--- config.mk ---
export PLATFORM = sky130hd
export DESIGN_NAME = iso8601_to_epoch_seconds
export DESIGN_NICKNAME = d
export VERILOG_FILES = /design/src/rtl/isoep_pkg.sv /design/src/rtl/isoep_scan.sv /design/src/rtl/isoep_calc.sv /design/src/rtl/iso8601_to_epoch_seconds.sv
export SDC_FILE = /design/constraint.sdc
export NUM_CORES = 2
export LEC_CHECK = 0
export BUFFER_PORTS_ARGS = -buffer_cell sky130_fd_sc_hd__buf_2
export CAP_MARGIN = 10
export CORE_ASPECT_RATIO = 0.9
export CORE_MARGIN = 8
export CORE_UTILIZATION = 65
export CTS_CLUSTER_SIZE = 20
export DETAILED_ROUTE_END_ITERATION = 12
export PLACE_DENSITY = 0.92
export SYNTH_ARGS = -nofsm -noshare
export SYNTH_HDL_FRONTEND = slang
export SYNTH_SLANG_ARGS = --single-unit
--- constraint.sdc ---
create_clock -name clk -period 23.2 [get_ports clk]
set_input_delay 1.16 -clock clk [delete_from_list [all_inputs] [get_ports clk]]
set_output_delay 1.16 -clock clk [all_outputs]
set_load 0.1 [all_outputs]
--- src/rtl/isoep_pkg.sv ---
// ----------------------------------------------------------------------------
// isoep_pkg
// Types and constants shared by the date-time to epoch seconds converter.
// ----------------------------------------------------------------------------
`default_nettype none

package isoep_pkg;

  // Accepted string length range, in characters.
  localparam int unsigned MIN_LENGTH = 19;
  localparam int unsigned MAX_LENGTH = 32;

  // Result width and padded stream data width.
  localparam int unsigned EPOCH_W    = 42;
  localparam int unsigned OUT_DATA_W = 48;

  // Character codes of the accepted set.
  localparam logic [7:0] CH_0     = 8'd48;
  localparam logic [7:0] CH_9     = 8'd57;
  localparam logic [7:0] CH_MINUS = 8'd45;
  localparam logic [7:0] CH_PLUS  = 8'd43;
  localparam logic [7:0] CH_COLON = 8'd58;
  localparam logic [7:0] CH_DOT   = 8'd46;
  localparam logic [7:0] CH_T     = 8'd84;
  localparam logic [7:0] CH_Z     = 8'd90;

  // Progress through the seconds field.
  typedef enum logic [1:0] {
    SP_WAIT   = 2'd0,
    SP_SIGN   = 2'd1,
    SP_DIGITS = 2'd2,
    SP_DONE   = 2'd3
  } sec_phase_t;

  // Totals of one finished string, handed from the scanner to the math pipeline.
  typedef struct packed {
    logic                ok;
    logic                zone_on;
    logic                zone_neg;
    logic                colon;
    logic [3:0][7:0]     zone_chars;
    logic signed [16:0]  year;
    logic signed [9:0]   month;
    logic signed [9:0]   day;
    logic signed [9:0]   hour;
    logic signed [9:0]   minute;
    logic                sec_neg;
    logic [19:0]         sec_sum;
  } snap_t;

endpackage

`default_nettype wire

--- src/rtl/isoep_scan.sv ---
// ----------------------------------------------------------------------------
// isoep_scan
// Per-character scanner: checks the string and accumulates the date fields.
// ----------------------------------------------------------------------------
`default_nettype none

module isoep_scan (
  input  wire logic            clk,
  input  wire logic            rst_n,
  input  wire logic            fire,
  input  wire logic [7:0]      in_char,
  input  wire logic            in_last,
  input  wire logic            apply_zone,
  output logic                 snap_valid,
  output isoep_pkg::snap_t     snap
);
  import isoep_pkg::*;

  // Running state of the string being received.
  typedef struct packed {
    logic [5:0]         cnt;
    logic               rej;
    logic signed [16:0] year;
    logic signed [9:0]  month;
    logic signed [9:0]  day;
    logic signed [9:0]  hour;
    logic signed [9:0]  minute;
    sec_phase_t         sph;
    logic               sneg;
    logic [19:0]        ssum;
    logic               zfound;
    logic               zneg;
    logic [5:0]         zpos;
    logic [3:0][7:0]    zch;
    logic               colon;
  } scan_st_t;

  scan_st_t          st_r;
  scan_st_t          st_upd;
  scan_st_t          st_nxt;
  logic signed [8:0] w;
  logic              is_digit;
  logic              is_sign;
  logic              char_ok;
  logic [5:0]        k;

  assign w        = $signed({1'b0, in_char}) - 9'sd48;
  assign is_digit = (in_char >= CH_0) && (in_char <= CH_9);
  assign is_sign  = (in_char == CH_PLUS) || (in_char == CH_MINUS);
  assign char_ok  = is_digit || is_sign || (in_char == CH_COLON) || (in_char == CH_DOT) ||
                    (in_char == CH_T) || (in_char == CH_Z);
  assign k        = st_r.cnt - st_r.zpos;

  // State after taking the current character.
  always_comb begin
    st_upd     = st_r;
    st_upd.cnt = (st_r.cnt == 6'd63) ? st_r.cnt : st_r.cnt + 6'd1;
    if (st_r.cnt == 6'd63) begin
      st_upd.rej = 1'b1;
    end else begin
      if (!char_ok) st_upd.rej = 1'b1;

      // Fixed positions: weighted digits and separators.
      case (st_r.cnt)
        6'd0:  st_upd.year   = st_r.year + 17'(w) * 17'sd1000;
        6'd1:  st_upd.year   = st_r.year + 17'(w) * 17'sd100;
        6'd2:  st_upd.year   = st_r.year + 17'(w) * 17'sd10;
        6'd3:  st_upd.year   = st_r.year + 17'(w);
        6'd5:  st_upd.month  = st_r.month + 10'(w) * 10'sd10;
        6'd6:  st_upd.month  = st_r.month + 10'(w);
        6'd8:  st_upd.day    = st_r.day + 10'(w) * 10'sd10;
        6'd9:  st_upd.day    = st_r.day + 10'(w);
        6'd11: st_upd.hour   = st_r.hour + 10'(w) * 10'sd10;
        6'd12: st_upd.hour   = st_r.hour + 10'(w);
        6'd14: st_upd.minute = st_r.minute + 10'(w) * 10'sd10;
        6'd15: st_upd.minute = st_r.minute + 10'(w);
        6'd4, 6'd7: begin
          if (in_char != CH_MINUS) st_upd.rej = 1'b1;
        end
        6'd10: begin
          if (in_char != CH_T) st_upd.rej = 1'b1;
        end
        6'd13, 6'd16: begin
          if (in_char != CH_COLON) st_upd.rej = 1'b1;
        end
        default: ;
      endcase

      // Seconds: optional sign, then leading digits.
      if ((st_r.cnt >= 6'd17) && (st_r.cnt <= 6'd22)) begin
        if ((st_r.sph == SP_WAIT) && is_sign) begin
          st_upd.sneg = (in_char == CH_MINUS);
          st_upd.sph  = SP_SIGN;
        end else if ((st_r.sph != SP_DONE) && is_digit) begin
          st_upd.ssum = st_r.ssum * 20'd10 + 20'(in_char - CH_0);
          st_upd.sph  = SP_DIGITS;
        end else begin
          st_upd.sph  = SP_DONE;
        end
      end

      // Zone offset: first sign from position 19, then the characters after it.
      if (st_r.cnt >= 6'd19) begin
        if (!st_r.zfound) begin
          if (is_sign) begin
            st_upd.zfound = 1'b1;
            st_upd.zneg   = (in_char == CH_MINUS);
            st_upd.zpos   = st_r.cnt;
          end
        end else begin
          if ((k >= 6'd1) && (k <= 6'd4)) st_upd.zch[2'(k - 6'd1)] = in_char;
          if (in_char == CH_COLON) st_upd.colon = 1'b1;
        end
      end
    end
  end

  // Next state: a final character restarts the scan.
  always_comb begin
    if (fire && in_last) begin
      st_nxt = '0;
    end else if (fire) begin
      st_nxt = st_upd;
    end else begin
      st_nxt = st_r;
    end
  end

  always_ff @(posedge clk) begin
    if (!rst_n) begin
      st_r <= '0;
    end else begin
      st_r <= st_nxt;
    end
  end

  // Totals of the finished string.
  always_comb begin
    snap_valid      = fire && in_last;
    snap.ok         = !st_upd.rej && (st_upd.cnt >= 6'(MIN_LENGTH)) &&
                      (st_upd.cnt <= 6'(MAX_LENGTH));
    snap.zone_on    = apply_zone && st_upd.zfound;
    snap.zone_neg   = st_upd.zneg;
    snap.colon      = st_upd.colon;
    snap.zone_chars = st_upd.zch;
    snap.year       = st_upd.year;
    snap.month      = st_upd.month;
    snap.day        = st_upd.day;
    snap.hour       = st_upd.hour;
    snap.minute     = st_upd.minute;
    snap.sec_neg    = st_upd.sneg;
    snap.sec_sum    = st_upd.ssum;
  end

endmodule

`default_nettype wire

--- src/rtl/isoep_calc.sv ---
// ----------------------------------------------------------------------------
// isoep_calc
// Pipelined calendar arithmetic from field totals to epoch seconds.
// ----------------------------------------------------------------------------
`default_nettype none

module isoep_calc (
  input  wire logic                                clk,
  input  wire logic                                rst_n,
  input  wire logic                                snap_valid,
  input  wire isoep_pkg::snap_t                    snap,
  output logic                                     snap_ready,
  output logic                                     res_valid,
  input  wire logic                                res_ready,
  output logic signed [isoep_pkg::EPOCH_W-1:0]     res_epoch,
  output logic                                     res_ok
);
  import isoep_pkg::*;

  typedef struct packed {
    logic               ok;
    logic               zon;
    logic               zneg;
    logic signed [16:0] year;
    logic signed [9:0]  mon;
    logic signed [9:0]  day;
    logic signed [9:0]  hour;
    logic signed [9:0]  minute;
    logic signed [20:0] sec;
    logic [5:0]         q12;
    logic signed [12:0] zh;
    logic signed [12:0] zm;
  } sa_t;

  typedef struct packed {
    logic               ok;
    logic               zon;
    logic               zneg;
    logic signed [16:0] y;
    logic [3:0]         m;
    logic signed [9:0]  day;
    logic signed [23:0] hms;
    logic signed [24:0] off;
  } sb_t;

  typedef struct packed {
    logic               ok;
    logic signed [16:0] y;
    logic [7:0]         q400;
    logic [8:0]         doy;
    logic signed [9:0]  day;
    logic signed [25:0] hz;
  } sc_t;

  typedef struct packed {
    logic               ok;
    logic signed [8:0]  era;
    logic [8:0]         yoe;
    logic [8:0]         doy;
    logic signed [9:0]  day;
    logic signed [25:0] hz;
  } sd_t;

  typedef struct packed {
    logic               ok;
    logic signed [26:0] eday;
    logic [17:0]        doe;
    logic signed [9:0]  day;
    logic signed [25:0] hz;
  } se_t;

  typedef struct packed {
    logic               ok;
    logic signed [26:0] days;
    logic signed [25:0] hz;
  } sf_t;

  // Zone digit weight; an unfilled slot holds zero and weighs -48.
  function automatic logic signed [8:0] wz(input logic [7:0] c);
    return $signed({1'b0, c}) - 9'sd48;
  endfunction

  // Two zone digits as a signed two-digit value.
  function automatic logic signed [12:0] pair(input logic [7:0] hi, input logic [7:0] lo);
    return 13'(wz(hi)) * 13'sd10 + 13'(wz(lo));
  endfunction

  // Day of a March-based year on which month m (0 = January) starts.
  function automatic logic [8:0] doy_of(input logic [3:0] m);
    logic [8:0] d;
    case (m)
      4'd0:    d = 9'd306;
      4'd1:    d = 9'd337;
      4'd2:    d = 9'd0;
      4'd3:    d = 9'd31;
      4'd4:    d = 9'd61;
      4'd5:    d = 9'd92;
      4'd6:    d = 9'd122;
      4'd7:    d = 9'd153;
      4'd8:    d = 9'd184;
      4'd9:    d = 9'd214;
      4'd10:   d = 9'd245;
      4'd11:   d = 9'd275;
      default: d = 9'd0;
    endcase
    return d;
  endfunction

  snap_t             s0_r;
  sa_t               sa_r, sa_nxt;
  sb_t               sb_r, sb_nxt;
  sc_t               sc_r, sc_nxt;
  sd_t               sd_r, sd_nxt;
  se_t               se_r, se_nxt;
  sf_t               sf_r, sf_nxt;
  logic [6:0]        v_r;
  logic [6:0]        take;
  logic              take_out;
  logic              out_valid_r;
  logic signed [EPOCH_W-1:0] epoch_r, epoch_nxt;
  logic              ok_r;

  logic signed [9:0]  a_mon;
  logic [9:0]         a_monb;
  logic [19:0]        a_prod;
  logic signed [6:0]  b_q;
  logic signed [10:0] b_mfull;
  logic [16:0]        c_yb;
  logic [34:0]        c_prod;
  logic signed [25:0] c_zoff;
  logic signed [17:0] d_yfull;
  logic [14:0]        e_p41;
  logic signed [43:0] g_t;

  // Stall chain: a stage loads when it is empty or the next one loads.
  always_comb begin
    take_out = !out_valid_r || res_ready;
    take[6]  = !v_r[6] || take_out;
    take[5]  = !v_r[5] || take[6];
    take[4]  = !v_r[4] || take[5];
    take[3]  = !v_r[3] || take[4];
    take[2]  = !v_r[2] || take[3];
    take[1]  = !v_r[1] || take[2];
    take[0]  = !v_r[0] || take[1];
  end

  assign snap_ready = take[0];

  // Stage A: month offset, month quotient by 12, zone digit pairs, signed seconds.
  always_comb begin
    a_mon      = s0_r.month - 10'sd1;
    a_monb     = 10'(11'(a_mon) + 11'sd60);
    a_prod     = a_monb * 10'd683;
    sa_nxt.ok     = s0_r.ok;
    sa_nxt.zon    = s0_r.zone_on;
    sa_nxt.zneg   = s0_r.zone_neg;
    sa_nxt.year   = s0_r.year;
    sa_nxt.mon    = a_mon;
    sa_nxt.day    = s0_r.day;
    sa_nxt.hour   = s0_r.hour;
    sa_nxt.minute = s0_r.minute;
    sa_nxt.sec    = s0_r.sec_neg ? -$signed({1'b0, s0_r.sec_sum}) :
                                    $signed({1'b0, s0_r.sec_sum});
    sa_nxt.q12    = a_prod[18:13];
    sa_nxt.zh     = pair(s0_r.zone_chars[0], s0_r.zone_chars[1]);
    sa_nxt.zm     = s0_r.colon ? pair(s0_r.zone_chars[2], s0_r.zone_chars[3]) :
                                 pair(s0_r.zone_chars[1], s0_r.zone_chars[2]);
  end

  // Stage B: month in year, March-based year, time of day, zone offset.
  always_comb begin
    b_q        = $signed({1'b0, sa_r.q12}) - 7'sd5;
    b_mfull    = 11'(sa_r.mon) - 11'(b_q) * 11'sd12;
    sb_nxt.ok  = sa_r.ok;
    sb_nxt.zon = sa_r.zon;
    sb_nxt.zneg = sa_r.zneg;
    sb_nxt.m   = b_mfull[3:0];
    sb_nxt.y   = sa_r.year + 17'(b_q) - ((b_mfull[3:0] <= 4'd1) ? 17'sd1 : 17'sd0);
    sb_nxt.day = sa_r.day;
    sb_nxt.hms = 24'(sa_r.hour) * 24'sd3600 + 24'(sa_r.minute) * 24'sd60 + 24'(sa_r.sec);
    sb_nxt.off = 25'(sa_r.zh) * 25'sd3600 + 25'(sa_r.zm) * 25'sd60;
  end

  // Stage C: quotient by 400 (biased positive), day of year, offset applied.
  always_comb begin
    c_yb       = sb_r.y + 17'sd5600;
    c_prod     = c_yb * 18'd167773;
    c_zoff     = !sb_r.zon ? 26'sd0 : (sb_r.zneg ? 26'(sb_r.off) : -26'(sb_r.off));
    sc_nxt.ok   = sb_r.ok;
    sc_nxt.y    = sb_r.y;
    sc_nxt.q400 = c_prod[33:26];
    sc_nxt.doy  = doy_of(sb_r.m);
    sc_nxt.day  = sb_r.day;
    sc_nxt.hz   = 26'(sb_r.hms) + c_zoff;
  end

  // Stage D: era and year of era.
  always_comb begin
    sd_nxt.ok  = sc_r.ok;
    sd_nxt.era = $signed({1'b0, sc_r.q400}) - 9'sd14;
    d_yfull    = 18'(sc_r.y) - 18'(sd_nxt.era) * 18'sd400;
    sd_nxt.yoe = d_yfull[8:0];
    sd_nxt.doy = sc_r.doy;
    sd_nxt.day = sc_r.day;
    sd_nxt.hz  = sc_r.hz;
  end

  // Stage E: day of era and days of whole eras.
  always_comb begin
    e_p41       = sd_r.yoe * 15'd41;
    se_nxt.ok   = sd_r.ok;
    se_nxt.doe  = 18'(sd_r.yoe) * 18'd365 + 18'(sd_r.yoe[8:2]) - 18'(e_p41[14:12]) +
                  18'(sd_r.doy);
    se_nxt.eday = 27'(sd_r.era) * 27'sd146097;
    se_nxt.day  = sd_r.day;
    se_nxt.hz   = sd_r.hz;
  end

  // Stage F: days since 1970-01-01.
  always_comb begin
    sf_nxt.ok   = se_r.ok;
    sf_nxt.days = se_r.eday + $signed({9'b0, se_r.doe}) + 27'(se_r.day) - 27'sd719469;
    sf_nxt.hz   = se_r.hz;
  end

  // Output: seconds, forced to zero for a rejected string.
  always_comb begin
    g_t       = 44'(sf_r.days) * 44'sd86400 + 44'(sf_r.hz);
    epoch_nxt = sf_r.ok ? g_t[EPOCH_W-1:0] : '0;
  end

  // Stage data registers.
  always_ff @(posedge clk) begin
    if (take[0]) s0_r <= snap;
    if (take[1]) sa_r <= sa_nxt;
    if (take[2]) sb_r <= sb_nxt;
    if (take[3]) sc_r <= sc_nxt;
    if (take[4]) sd_r <= sd_nxt;
    if (take[5]) se_r <= se_nxt;
    if (take[6]) sf_r <= sf_nxt;
    if (take_out) begin
      epoch_r <= epoch_nxt;
      ok_r    <= sf_r.ok;
    end
  end

  // Stage valid flags.
  always_ff @(posedge clk) begin
    if (!rst_n) begin
      v_r         <= '0;
      out_valid_r <= 1'b0;
    end else begin
      if (take[0]) v_r[0] <= snap_valid;
      for (int i = 1; i < 7; i++) begin
        if (take[i]) v_r[i] <= v_r[i-1];
      end
      if (take_out) out_valid_r <= v_r[6];
    end
  end

  assign res_valid = out_valid_r;
  assign res_epoch = epoch_r;
  assign res_ok    = ok_r;

endmodule

`default_nettype wire

--- src/rtl/iso8601_to_epoch_seconds.sv ---
// ----------------------------------------------------------------------------
// iso8601_to_epoch_seconds
// ISO 8601 date-time text to signed seconds since 1970-01-01 UTC.
// ----------------------------------------------------------------------------
// Characters are taken one per clock while in_tready is high, with in_tlast
// on the final one. Every character goes through the scanner in the cycle it
// is taken; the final one also loads the arithmetic pipeline (input register,
// stages A to F, output register), and a new string may follow in the very
// next cycle. Back-pressure on the output fills the pipeline before in_tready
// drops. A rejected string (bad length, character or separator) returns 0
// with the accepted flag low. No clearing pass after reset. The zone offset
// enable resets to enabled; the user must write it through cfg_we/cfg_wdata
// only while no string is in flight, as the block does not enforce this.
`default_nettype none

module iso8601_to_epoch_seconds (
  input  wire logic        clk,
  input  wire logic        rst_n,
  // Configuration: bit 0 enables the trailing zone offset.
  input  wire logic        cfg_we,
  input  wire logic        cfg_wdata,
  // Input stream.
  input  wire logic        in_tvalid,
  output logic             in_tready,
  input  wire logic [7:0]  in_tdata,   // [7:0] character
  input  wire logic        in_tlast,   // last character of the string
  // Result stream.
  output logic             out_tvalid,
  input  wire logic        out_tready,
  output logic [isoep_pkg::OUT_DATA_W-1:0] out_tdata, // [41:0] epoch_seconds, rest zero
  output logic             out_tuser   // [0] accepted
);
  import isoep_pkg::*;

  logic                      apply_r;
  logic                      fire;
  logic                      snap_valid;
  snap_t                     snap;
  logic                      calc_ready;
  logic signed [EPOCH_W-1:0] res_epoch;
  logic                      res_ok;

  // Zone offset enable register.
  always_ff @(posedge clk) begin
    if (!rst_n) begin
      apply_r <= 1'b1;
    end else if (cfg_we) begin
      apply_r <= cfg_wdata;
    end
  end

  assign in_tready = calc_ready;
  assign fire      = in_tvalid && in_tready;

  isoep_scan u_scan (
    .clk        (clk),
    .rst_n      (rst_n),
    .fire       (fire),
    .in_char    (in_tdata),
    .in_last    (in_tlast),
    .apply_zone (apply_r),
    .snap_valid (snap_valid),
    .snap       (snap)
  );

  isoep_calc u_calc (
    .clk        (clk),
    .rst_n      (rst_n),
    .snap_valid (snap_valid),
    .snap       (snap),
    .snap_ready (calc_ready),
    .res_valid  (out_tvalid),
    .res_ready  (out_tready),
    .res_epoch  (res_epoch),
    .res_ok     (res_ok)
  );

  // Result word packing.
  assign out_tdata = {(OUT_DATA_W - EPOCH_W)'(0), res_epoch};
  assign out_tuser = res_ok;

endmodule

`default_nettype wire

# Yosys cells after proc, flatten, opt, wreduce, memory -nomap -nowiden
# Memory sizes are Yosys's and may differ from the RTL's. A register that Yosys moved wholly into a read port is not among the register bits.
# Cells that the tools add are included.
# W data, S select, Z words.
dict set report word_totals {
  reg_bits 738
  mem_bits_ro 144
  input_bits 15
  output_inout_bits 51
  word_cells 268
  mem_count 1
}
# memory words word_bits read_ports rd_ports_with_merged_regs wr line
set memory_table {}
lappend memory_table {{(name not given)} 16 9 1 1 0 isoep_calc.sv:91} ;# case (m)
dict set report op_classes {
  add_sub_neg 47
  multipliers 20
  order_cmp 12
  n_eq_ne 27
  mux 33
  bitwise_logic 3
  reduce_logical 41
}
# cell count
set op_table {}
lappend op_table {{$mux W121} 1}
lappend op_table {{$pmux W10 S2} 4}
lappend op_table {{$pmux W17 S4} 1}
lappend op_table {{$mux W20} 3}
lappend op_table {{$sub A8 B6 Y9 const B} 6}
lappend op_table {{$mux W26} 2}
lappend op_table {{$add A17 B17 Y17} 3}
lappend op_table {{$eq A6 B4 Y1 const B} 8}
lappend op_table {{$add A42 B26 Y42} 1}
lappend op_table {{$mux W41} 1}
lappend op_table {{$add A10 B10 Y10} 4}
lappend op_table {{$add A10 B9 Y10} 4}
lappend op_table {{$add A13 B9 Y13} 3}
lappend op_table {{$mul A9 B4 Y12 const B} 3}
lappend op_table {{$mul A27 B11 Y35 const B} 1}
lappend op_table {{$mul A17 B18 Y34 const B} 1}
lappend op_table {{$mux W33} 1}
lappend op_table {{$bwmux W32} 1}
lappend op_table {{$eq A8 B6 Y1 const B} 4}
lappend op_table {{$mux W32} 1}
lappend op_table {{$mul A9 B6 Y15 const B} 2}
lappend op_table {{$add A27 B10 Y27} 1}
lappend op_table {{$add A27 B19 Y27} 1}
lappend op_table {{$mul A9 B19 Y27 const B} 1}
lappend op_table {{other kinds (72)} 125}

# Longest topological paths before layout
dict set report logic_depth {
  depth_word 14
  mapped_depth 37
}

# Modules after synthesis
# Synthesis repeated with hierarchy kept, for this count alone.
dict set report unflattened {
  cells_unflattened 7016
  area_unflattened_um2 71167.0
}
# mod n_inst cells_each area_per_inst_um2 seq_area_each_um2
set modules_own_cells {}
lappend modules_own_cells {isoep_calc 1 4833 53741.5 18417.7}
lappend modules_own_cells {isoep_scan 1 2172 17336.6 2562.5}
lappend modules_own_cells {iso8601_to_epoch_seconds 1 11 88.8 20.0}

# Worst setup path after synthesis
# No wires, ideal clock.
dict set report synth_path {
  path_kind {flip-flop to flip-flop}
  start {register u_calc.sb_r[68] (netlist name)}
  end {register u_calc.sc_r[52] (netlist name), data pin}
  setup_time_ns 0.260
  arrival_ns 7.564
  required_ns 22.940
  setup_slack_ns 15.376
  path_stages_with_launch 30
  n_path_buf 1
  period_less_slack_ns 7.824
  cell_sequence {edfxtp_1 > clkbuf_1 > inv_1 > ha_1 > nor3b_1 > nor2b_1 > o21a_1 > nor2_1 > nor2_1 > xor2_1 > inv_1 > fa_1 > xor2_1 > ha_1 > fa_1 > fa_1 > fa_1 > inv_1 > fa_1 > inv_1 > ha_1 > a21o_1 > a21oi_1 > o21ai_0 > and3_1 > a311o_1 > a2111oi_0 > o31ai_1 > a21oi_1 > xnor2_1}
}
dict set report synth_between {
  elab_chain_len 2
}
# element line
set synth_rtl {}
lappend synth_rtl {{start: declaration} isoep_calc.sv:111} ;# sb_t sb_r, sb_nxt;
lappend synth_rtl {{start signal: assignment} isoep_calc.sv:236} ;# if (take[2]) sb_r <= sb_nxt;
lappend synth_rtl {{$add A17 B14 Y17} isoep_calc.sv:186} ;# c_yb = sb_r.y + 17'sd5600;
lappend synth_rtl {{$mul A17 B18 Y34} isoep_calc.sv:187} ;# c_prod = c_yb * 18'd167773;
lappend synth_rtl {{via u_calc.c_prod[33]} isoep_calc.sv:129} ;# logic [34:0] c_prod;
lappend synth_rtl {{end signal: assignment} isoep_calc.sv:237} ;# if (take[3]) sc_r <= sc_nxt;
lappend synth_rtl {{end: declaration} isoep_calc.sv:112} ;# sc_t sc_r, sc_nxt;
# The timed path passes the listed nets, and every way through them passes these cells.
# A chain may end at the register's enable or synchronous reset.

# Worst setup path in the final report
# Ends and elaborated chain as after synthesis.

==> impl_metrics.xml <==
<?xml version="1.0" encoding="UTF-8"?>
<metrics>
  <group name="floorplanning">
    <metric name="area_of_the_die" unit="mm2">0.119</metric>
    <metric name="start_util" unit="%">65.5</metric>
    <metric name="floorplan.die.width" unit="um">363</metric>
    <metric name="top_level_ports" unit="">66</metric>
    <metric name="num_rows" unit="">114</metric>
    <metric name="area_inside_the_core_boundary" unit="mm2">0.107</metric>
    <metric name="floorplan.die.height" unit="um">328</metric>
  </group>
  <group name="sta">
    <metric name="final_period_minus_worst_setup_slack" unit="ns">8.96</metric>
    <metric name="setup-tns-final" unit="ns">0</metric>
    <metric name="setup_violations" unit="">0</metric>
    <metric name="max_slew.worst_pin.slew" unit="ns">1.26</metric>
    <metric name="clock_tree_skew_after_final_layout" unit="ns">0.0436</metric>
    <metric name="timing_hold_violations_final" unit="">0</metric>
    <metric name="max_clock_freq" unit="MHz">112</metric>
    <metric name="timing_max_transition_violations_final" unit="">0</metric>
    <metric name="finalCritPeriodShare" unit="%">38.6</metric>
    <metric name="rsz0062_at_grt" unit="">no</metric>
    <metric name="slew_headroom" unit="%">15.7</metric>
  </group>
  <group name="critical_path">
    <metric name="arrival" unit="ns">9.36</metric>
    <metric name="wp_data_required" unit="ns">23.60</metric>
    <metric name="slowest_stage" unit="">sky130_fd_sc_hd__a21boi_0</metric>
    <metric name="endpoint_kind" unit="">flip-flop</metric>
    <metric name="critical_path.startpoint_type" unit="">flip-flop</metric>
    <metric name="slowest_delay" unit="ns">0.78</metric>
    <metric name="timing.critical_path.fanout_max" unit="">9</metric>
    <metric name="reg2reg_setup_slack" unit="ns">14.24</metric>
    <metric name="class_of_the_most_critical_setup_path" unit="">reg -&gt; reg</metric>
  </group>
  <group name="synth">
    <metric name="proportion_of_synthesized_area_in_mux_cells" unit="%">1.15</metric>
    <metric name="synthDistinctLibCells" unit="">89</metric>
    <metric name="yosys-top-cells-area" unit="">sky130_fd_sc_hd__edfxtp_1 (26%), sky130_fd_sc_hd__ha_1 (21%), sky130_fd_sc_hd__fa_1 (13%)</metric>
    <metric name="syn-cell-area" unit="mm2">0.0704</metric>
    <metric name="list_of_most_frequent_post_synthesis_cells" unit="">sky130_fd_sc_hd__ha_1 (1184), sky130_fd_sc_hd__inv_1 (1119), sky130_fd_sc_hd__edfxtp_1 (608)</metric>
    <metric name="synth-simple-area-share" unit="%">9.17</metric>
    <metric name="synth_compound_gate_area_share" unit="%">12.0</metric>
    <metric name="synth_top_area_cell" unit="">sky130_fd_sc_hd__edfxtp_1</metric>
    <metric name="share_of_synthesized_flip_flops_with_an_asynchronous_set_or_reset" unit="%">0</metric>
    <metric name="synth_top_area_share" unit="%">25.9</metric>
    <metric name="dominant_combinational_cell_family_by_area_after_synthesis" unit="">adder cells</metric>
    <metric name="synth_xor_xnor_area_share" unit="%">7.34</metric>
    <metric name="post_synth_inst_count" unit="">6935</metric>
    <metric name="synth_flop_cell" unit="">sky130_fd_sc_hd__edfxtp_1</metric>
    <metric name="seq_area_frac_synth" unit="%">29.8</metric>
    <metric name="yosysMostFrequentCell" unit="">sky130_fd_sc_hd__ha_1</metric>
    <metric name="synth_area_per_cell" unit="um2">10.1</metric>
    <metric name="postSynthRegisterBits" unit="">745</metric>
    <metric name="synth.yosys.warnings" unit="">0</metric>
    <metric name="synthAdderAreaFrac" unit="%">33.9</metric>
    <metric name="synth-edff-count" unit="">608</metric>
  </group>
  <group name="place">
    <metric name="hpwl" unit="um">126000</metric>
    <metric name="io_buffer_count" unit="">59</metric>
    <metric name="routabilityCongestion" unit="">0.936</metric>
    <metric name="detailed_place.area" unit="mm2">0.0722</metric>
  </group>
  <group name="job">
    <metric name="drv.max_cap_violation_count" unit="">0</metric>
  </group>
  <group name="cts">
    <metric name="clkSlewWorstSetupHoldPaths" unit="ns">0.06</metric>
    <metric name="cts_num_sinks" unit="">745</metric>
    <metric name="cts.root.buffer_cell" unit="">sky130_fd_sc_hd__clkbuf_16</metric>
    <metric name="hold_buffers" unit="">0</metric>
    <metric name="clock_tree_from_tritoncts" unit="">yes</metric>
    <metric name="post_cts.resized_instances" unit="">0</metric>
    <metric name="clock_insertion_delay_worst_skew" unit="ns">0.67</metric>
    <metric name="cts_htree_levels" unit="">3</metric>
    <metric name="clock_path_buffers" unit="">3</metric>
    <metric name="numCtsBuffers" unit="">81</metric>
    <metric name="postCtsSetupBuffers" unit="">0</metric>
  </group>
  <group name="global_route">
    <metric name="overflow" unit="">0</metric>
    <metric name="grt_first_pass_wirelength" unit="um">277000</metric>
    <metric name="grt_pass1_vias" unit="">54500</metric>
    <metric name="gr-usage-all-layers" unit="%">28.4</metric>
    <metric name="initial_antenna_violation_count" unit="">6</metric>
    <metric name="grt_max_degree" unit="">88</metric>
  </group>
  <group name="routing">
    <metric name="drt-total-wl" unit="um">172000</metric>
    <metric name="drt_first_pass_iters" unit="">7</metric>
    <metric name="dr_total_vias" unit="">52500</metric>
    <metric name="post_drt_via_cell_ratio" unit="">6.17</metric>
    <metric name="first_iter_violations" unit="">4716</metric>
    <metric name="routedWlPerCell" unit="um">20.2</metric>
    <metric name="drc" unit="">0</metric>
    <metric name="detail-route-antenna-nets" unit="">0</metric>
  </group>
  <group name="finish">
    <metric name="finish.net_count" unit="">8644</metric>
    <metric name="design_area" unit="mm2">0.0750</metric>
    <metric name="area_growth_syn_to_layout" unit="%">6.51</metric>
    <metric name="drive_above_1_share" unit="%">4.53</metric>
  </group>
  <group name="min_path">
    <metric name="hp-class" unit="">reg -&gt; reg</metric>
  </group>
  <group name="run_status">
    <metric name="outcome" unit="">completed</metric>
  </group>
</metrics>
==> layout make-up <==
cell class | count | area [um2]
clock buffers | 97 | 2110
multi-input cells | 4967 | 44800
repair buffers | 79 | 445
well taps | 1450 | 1810
diodes | 2 | 5.00
fillers | 6904 | 32400
inverters | 1120 | 4210
flip-flops and latches | 745 | 21000
clock inverters | 51 | 613
==> per-stage QoR <==
step	util, %	setup slack, ns	cells	hold WS (ns)
global placement	67.3	14.36	8361	0.400
finish	69.8	14.24	8511	0.411
floorplan	-	15.38	6941	0.400
global route	69.8	13.67	8509	0.416
CTS	69.8	14.22	8509	0.406
detailed placement	67.3	14.25	8361	0.405
==> cell usage in the layout (no fill, tap or decap), drive strengths merged, types with 92 or more instances in the layout <==
master and instances:
fa 451, edfxtp 608, inv 1129, a21oi 442, ha 1184, a21o 141, nand3 92, xnor2 412
nand2 367, clkbuf 97, dfxtp 137, o21ai 249, nor2 369, xor2 178, nor3 122
==> logic make-up (layout without fill, tap and decap cells) <==
family                     after synthesis  in the layout
DFF                                    745            745
muxes                                   74             74
buffers and inverters                 1229           1347
other                                    1              9
and+or+nand+nor                       1348           1348
adders and majority gates             1635           1635
xor gates and xnor gates               590            590
AOI/OAI and AO/OA                     1313           1313
==> path summary, 6_finish.rpt <==
kind / depth (start not counted) / startpoint / end
setup / recovery: 27 / u_calc.sb_r[68]$_DFFE_PP_ / u_calc.sc_r[52]$_DFFE_PP_
hold / removal: 0 / u_calc.sc_r[0]$_DFFE_PP_ / u_calc.sd_r[0]$_DFFE_PP_
setup reg to reg: 27 / u_calc.sb_r[68]$_DFFE_PP_ / u_calc.sc_r[52]$_DFFE_PP_
hold reg to reg: 0 / u_calc.sc_r[0]$_DFFE_PP_ / u_calc.sd_r[0]$_DFFE_PP_
==> layer usage <==
metal  track usage (%)  vias up  part of all wire, %
met5                 0        -                0.028
li1                  -    24000                    -
met4              14.1        6                  5.8
met2              49.3     2513                   48
met1              34.5    25200                   39
met3              3.94      772                  6.9
==> worst max-delay path: cells and delay by family (launching register included) <==
kind,cells,cell delay [ns]
adder cells (fa/ha/maj),6,2.77
flip-flops,1,0.52
AND/OR/NAND/NOR,1,0.26
XOR/XNOR,2,0.51
buffers and inverters,5,0.59
AO/OA/AOI/OAI,13,4.05
==> state kept, by name, summed over array words and instances (netlist names), 7 cells and up <==
signal,count
u_scan.st_r,128
u_calc.s0_r,114
u_calc.sa_r,107
u_calc.se_r,82
u_calc.sb_r,81
u_calc.sd_r,64
u_calc.sc_r,63
u_calc.sf_r,54
u_calc.res_epoch,42
u_calc.v_r,7
Power is not shown: default switching activity piles up to over one toggle a cycle in this logic, so the estimate is an artifact.
